### src/sv/dllc_pkg.sv
// Package for the doubly linked list core: word types, request codes,
// status codes and controller command/status structs. No dependencies.
`timescale 1ns / 1ps
`default_nettype none

package dllc_pkg;

    localparam int COUNT_W = 9;

    // Request codes.
    localparam logic [4:0] OP_CLEAR      = 5'd0;
    localparam logic [4:0] OP_INS_FIRST  = 5'd1;
    localparam logic [4:0] OP_INS_LAST   = 5'd2;
    localparam logic [4:0] OP_CUR_FIRST  = 5'd3;
    localparam logic [4:0] OP_CUR_LAST   = 5'd4;
    localparam logic [4:0] OP_RD_FIRST   = 5'd5;
    localparam logic [4:0] OP_RD_LAST    = 5'd6;
    localparam logic [4:0] OP_DEL_FIRST  = 5'd7;
    localparam logic [4:0] OP_DEL_LAST   = 5'd8;
    localparam logic [4:0] OP_DEL_AFTER  = 5'd9;
    localparam logic [4:0] OP_DEL_BEFORE = 5'd10;
    localparam logic [4:0] OP_INS_AFTER  = 5'd11;
    localparam logic [4:0] OP_INS_BEFORE = 5'd12;
    localparam logic [4:0] OP_RD_CUR     = 5'd13;
    localparam logic [4:0] OP_WR_CUR     = 5'd14;
    localparam logic [4:0] OP_STEP_FWD   = 5'd15;
    localparam logic [4:0] OP_STEP_BACK  = 5'd16;

    // Status codes.
    localparam logic [1:0] ST_OK    = 2'd0;
    localparam logic [1:0] ST_EMPTY = 2'd1;
    localparam logic [1:0] ST_FULL  = 2'd2;

    typedef struct packed {
        logic [4:0]         req_type;
        logic signed [31:0] value;
    } req_t;

    typedef struct packed {
        logic signed [31:0]   read_value;
        logic [1:0]           status;
        logic                 cursor_active;
        logic [COUNT_W-1:0]   element_count;
    } rsp_t;

    // Phase commands from the controller to the datapath.
    typedef struct packed {
        logic accept;
        logic rd2;
        logic cap;
        logic w1;
        logic w2;
        logic sweep;
        logic clear_done;
    } cmd_t;

    // Status from the datapath to the controller.
    typedef struct packed {
        logic req_clear;
    } sts_t;

endpackage

`default_nettype wire

### src/sv/dllc_ctrl.sv
// Controller for the doubly linked list core: phase sequencer and pool sweep.
// Depends on dllc_pkg.
`timescale 1ns / 1ps
`default_nettype none

module dllc_ctrl
    import dllc_pkg::*;
#(
    parameter int POOL_DEPTH = 256
)
(
    input  wire logic                                  clk,
    input  wire logic                                  rst_n,
    input  wire logic                                  start,
    input  sts_t                                       sts,
    output cmd_t                                       cmd,
    output logic [$clog2(POOL_DEPTH+1)-1:0]            sweep_idx,
    output logic                                       busy,
    output logic                                       done
);

    localparam int IW = $clog2(POOL_DEPTH + 1);
    localparam logic [IW-1:0] LAST_IDX = IW'(POOL_DEPTH - 1);
    localparam logic [IW-1:0] ONE = IW'(1);

    localparam logic [2:0] S_SWEEP = 3'd0;
    localparam logic [2:0] S_IDLE  = 3'd1;
    localparam logic [2:0] S_RD1   = 3'd2;
    localparam logic [2:0] S_RD2   = 3'd3;
    localparam logic [2:0] S_CAP   = 3'd4;
    localparam logic [2:0] S_W1    = 3'd5;
    localparam logic [2:0] S_W2    = 3'd6;

    logic [2:0]    state_reg, state_next;
    logic [IW-1:0] idx_reg, idx_next;
    logic          clr_reg, clr_next;
    logic          done_reg, done_next;

    // Next state and phase commands.
    always_comb
    begin
        state_next = state_reg;
        idx_next   = idx_reg;
        clr_next   = clr_reg;
        done_next  = 1'b0;
        cmd        = '0;
        case (state_reg)
            S_SWEEP:
            begin
                cmd.sweep = 1'b1;
                idx_next  = idx_reg + ONE;
                if (idx_reg == LAST_IDX)
                begin
                    cmd.clear_done = clr_reg;
                    done_next      = clr_reg;
                    clr_next       = 1'b0;
                    state_next     = S_IDLE;
                end
            end
            S_IDLE:
            begin
                if (start)
                begin
                    cmd.accept = 1'b1;
                    if (sts.req_clear)
                    begin
                        idx_next   = '0;
                        clr_next   = 1'b1;
                        state_next = S_SWEEP;
                    end
                    else
                    begin
                        state_next = S_RD1;
                    end
                end
            end
            S_RD1: state_next = S_RD2;
            S_RD2:
            begin
                cmd.rd2    = 1'b1;
                state_next = S_CAP;
            end
            S_CAP:
            begin
                cmd.cap    = 1'b1;
                state_next = S_W1;
            end
            S_W1:
            begin
                cmd.w1     = 1'b1;
                state_next = S_W2;
            end
            S_W2:
            begin
                cmd.w2     = 1'b1;
                done_next  = 1'b1;
                state_next = S_IDLE;
            end
            default: state_next = S_IDLE;
        endcase
    end

    // State registers.
    always_ff @(posedge clk or negedge rst_n)
    begin
        if (!rst_n)
        begin
            state_reg <= S_SWEEP;
            idx_reg   <= '0;
            clr_reg   <= 1'b0;
            done_reg  <= 1'b0;
        end
        else
        begin
            state_reg <= state_next;
            idx_reg   <= idx_next;
            clr_reg   <= clr_next;
            done_reg  <= done_next;
        end
    end

    assign sweep_idx = idx_reg;
    assign busy      = (state_reg != S_IDLE);
    assign done      = done_reg;

endmodule

`default_nettype wire

### config.mk
export PLATFORM = sky130hd
export DESIGN_NAME = dllc_ctrl
export DESIGN_NICKNAME = d
export VERILOG_FILES = /design/src/sv/dllc_pkg.sv /design/src/sv/dllc_ctrl.sv
export SDC_FILE = /design/constraint.sdc
export NUM_CORES = 1
export LEC_CHECK = 0
export ABC_AREA = 1
export ABC_CLOCK_PERIOD_IN_PS = 2300
export BUFFER_PORTS_ARGS = -buffer_cell sky130_fd_sc_hd__clkbuf_2
export CAP_MARGIN = 20
export CORE_MARGIN = 5
export CORE_UTILIZATION = 54
export DETAILED_ROUTE_END_ITERATION = 10
export PLACE_DENSITY = 0.8
export REMOVE_ABC_BUFFERS = 1
export SYNTH_ARGS = -nofsm -noshare
export SYNTH_HDL_FRONTEND = slang
export SYNTH_SLANG_ARGS = --single-unit
### constraint.sdc
create_clock -name clk -period 2.3 [get_ports clk]
set_input_delay 0.46 -clock clk [delete_from_list [all_inputs] [get_ports clk]]
set_output_delay 0.46 -clock clk [all_outputs]
set_load 0.03 [all_outputs]
==> qor.csv <==
stage,metric,value,unit
setup_path,cp-end-kind,output pin,
setup_path,crit_type,flop to output pin,
placement,dp_slack,0.278,ns
timing,fin_crit,2.22,ns
floorplan,fp.dieW,48.8,um
timing,finalCritPeriodShare,96.3,%
floorplan,design.core.area,0.00147,mm2
setup_path,cp-start-kind,flop,
detailed_routing,wire_per_inst,11.5,um
clocking,clkTransAtPathRegs,0.09,ns
detailed_routing,drt_iter0_drc,17,
final_layout,finish.utilization,69.3,%
placement,dp_hpwl,1310,um
power,peakVddDrop,719,uV
floorplan,start_util,55.2,%
power,fin_total_pwr,0.00132,W
final_layout,n_fill_cell,118,
clocking,cts_root_buffer,clkbuf_4,
yosys,ys_warn_count,0,
clocking,h-tree-depth,1,
setup_path,crit_chain,ha_2 > nand2_2 > nor2_4 > nand2_2 > nor2_2 > ha_2 > nand2_2 > nor2_2 > buf_6,
setup_path,crit_arrival,1.76,ns
yosys,seq_area_frac_synth,43.1,%
timing,max_freq,451,MHz
grt,grt_pass1_vias,710,
timing,finalSetupTns,0,ns
yosys,synth_seq_cells,14,
floorplan,core.rowCount,14,
setup_path,slowest_stage,dfrtp_1,
detailed_routing,viasPerCell,4.92,
final_layout,nets,144,
timing,finalMaxSlewViolations,0,
detailed_routing,totalWireLength,1750,um
floorplan,ioPinCount,22,
grt,grt.total_usage,16.1,%
min_path,worst_hold_path_type,input port to async pin,
job,drv_cap,0,
detailed_routing,dr.pass1.iters,3,
yosys,synthesis.area,812,um2
setup_path,critical_path_required,1.84,ns
clocking,cts_buffer_depth,2,
yosys,avgSynthCellArea,7.38,um2
setup_path,max_stage_delay,0.39,ns
final_layout,drive_above_1_share,35.8,%
final_layout,syn_to_final_growth,25.6,%
timing,setup_viol,0,
final_layout,largest_reg_flops,9,
detailed_routing,drcViolationCount,0,
timing,worst_slew_pin_slew,0.342,ns
floorplan,die-area,0.00238,mm2
final_layout,diodes,0,
clocking,numCtsBuffers,3,
yosys,synth_cell_types,19,
detailed_routing,vias,752,
timing,hold_viol_final,0,
setup_path,worstPathMaxFanout,3,
grt,overflow,0,
placement,portBuffers,21,
run_status,status,"finished, final reports clean",
yosys,synth_cells,110,
power,cellPowerDensity,1290,mW/mm2
grt,antenna_found_initial,0,
timing,fin_hold_ws,0.0522,ns
grt,grt_pass1_wl,3060,um
placement,gp_congestion,0.847,
clocking,cts_tree,yes,
setup_path,crit_top_cell,nand2_2,
clocking,cts_sinks,14,
clocking,insertion_delay,0.29,ns
timing,skew,0.00286,ns
power,p_leak,0.556,nW
floorplan,die_y,48.8,um
timing,relSlewSlack,77.2,%
grt,grt_max_degree,15,
timing,worst_slack,0.0849,ns
detailed_routing,ant_nets,0,
## stage by stage
stage | std cells | area [um2]
3_3_place_gp | 147 | 937
5_1_grt | 153 | 1020
3_5_place_dp | 147 | 937
6_report | 153 | 1020
2_1_floorplan | 110 | 812
4_1_cts | 152 | 983
## timing repair
action | 4_1_cts | 5_1_grt
gates resized for setup | 1 | 11
setup endpoints to repair | 1 | 1
pin swaps | 0 | 6
cloned | 0 | 0
buffers inserted | 1 | 1
hold buffers | 0 | 0
## per-layer routing
| metal | GRT usage, % | share of wire (%) | up-vias | wire length, um |
|---|---|---|---|---|
| met1 | 21.0 | 46 | 341 | 798 |
| met4 | 6.73 | 1.8 | 0 | 31 |
| li1 | - | - | 393 | - |
| met2 | 25.0 | 49 | 13 | 851 |
| met5 | 0 | 0 | - | 0 |
| met3 | 4.28 | 4.1 | 5 | 71 |
## placed cells by master (no fill, tap or decap), drive strengths merged
cell / count
nand2: 38
clkbuf: 24
inv: 19
dfrtp: 14
nor2: 13
nand3: 8
o21ai: 6
a21oi: 4
buf: 3
o22ai: 2
nor3: 2
ha: 2
xor2: 1
clkinv: 1
## synth_stat cells, drive strengths merged
master / instances / share of area (%)
o21ai: 6 / 3.7
nor3: 2 / 1.2
nor2: 13 / 8.5
clkinv: 1 / 0.62
xor2: 1 / 1.1
o22ai: 2 / 1.5
dfrtp: 14 / 43
ha: 2 / 3.1
a21oi: 4 / 2.5
inv: 19 / 9.1
nand3: 8 / 6.2
nand2: 38 / 19
## final timing paths
check / start / endpoint / slack [ns] / cells after the start
worst max-delay path: sweep_idx[1]$_DFFE_PN0P_ / cmd[0] / 0.08 / 9
worst min-delay path: rst_n / sweep_idx[3]$_DFFE_PN0P_ / 0.05 / 1
worst max register to register: sweep_idx[1]$_DFFE_PN0P_ / clr_reg$_DFFE_PN0P_ / 0.77 / 10
worst min register to register: clr_reg$_DFFE_PN0P_ / clr_reg$_DFFE_PN0P_ / 0.50 / 2
max in group asynchronous: rst_n / state_reg[2]$_DFFE_PN0P_ / 2.00 / 1
min in group clk: sts / state_reg[1]$_DFFE_PN0P_ / 0.47 / 4
## logic make-up (layout without fill, tap and decap cells)
logic type | count (synthesis) | after routing | synth area share [%]
compound gates | 12 | 12 | 7.70
xor+xnor | 1 | 1 | 1.08
fa+ha+maj | 2 | 2 | 3.08
buf+inv | 20 | 47 | 9.71
flops | 14 | 14 | 43.1
simple gates | 61 | 61 | 35.3
## critical path: cells and delay by family (launching register included)
kind | cells | cell delay (ns)
DFF | 1 | 0.39
adders and majority gates | 2 | 0.39
buffers and inverters | 1 | 0.14
and+or+nand+nor | 6 | 0.54
## report_power, final
| part | total, W | internal, W | switching, W |
|---|---|---|---|
| Sequential | 0.000399 | 0.000316 | 0.0000822 |
| Combinational | 0.000737 | 0.000216 | 0.000521 |
| Clock | 0.000183 | 0.0000966 | 0.0000865 |
| Total | 0.00132 | 0.000629 | 0.000690 |
## cell type report
class                   count  area (um2)  share of cell area, %
multi-input cells          76         408                   40.0
flip-flops and latches     14         350                   34.4
repair buffers             23         126                   12.4
inverters                  20        78.8                   7.73
clock buffers               4        36.3                   3.56
well taps                  16        20.0                   1.96
(Power assumes the default switching activity.)
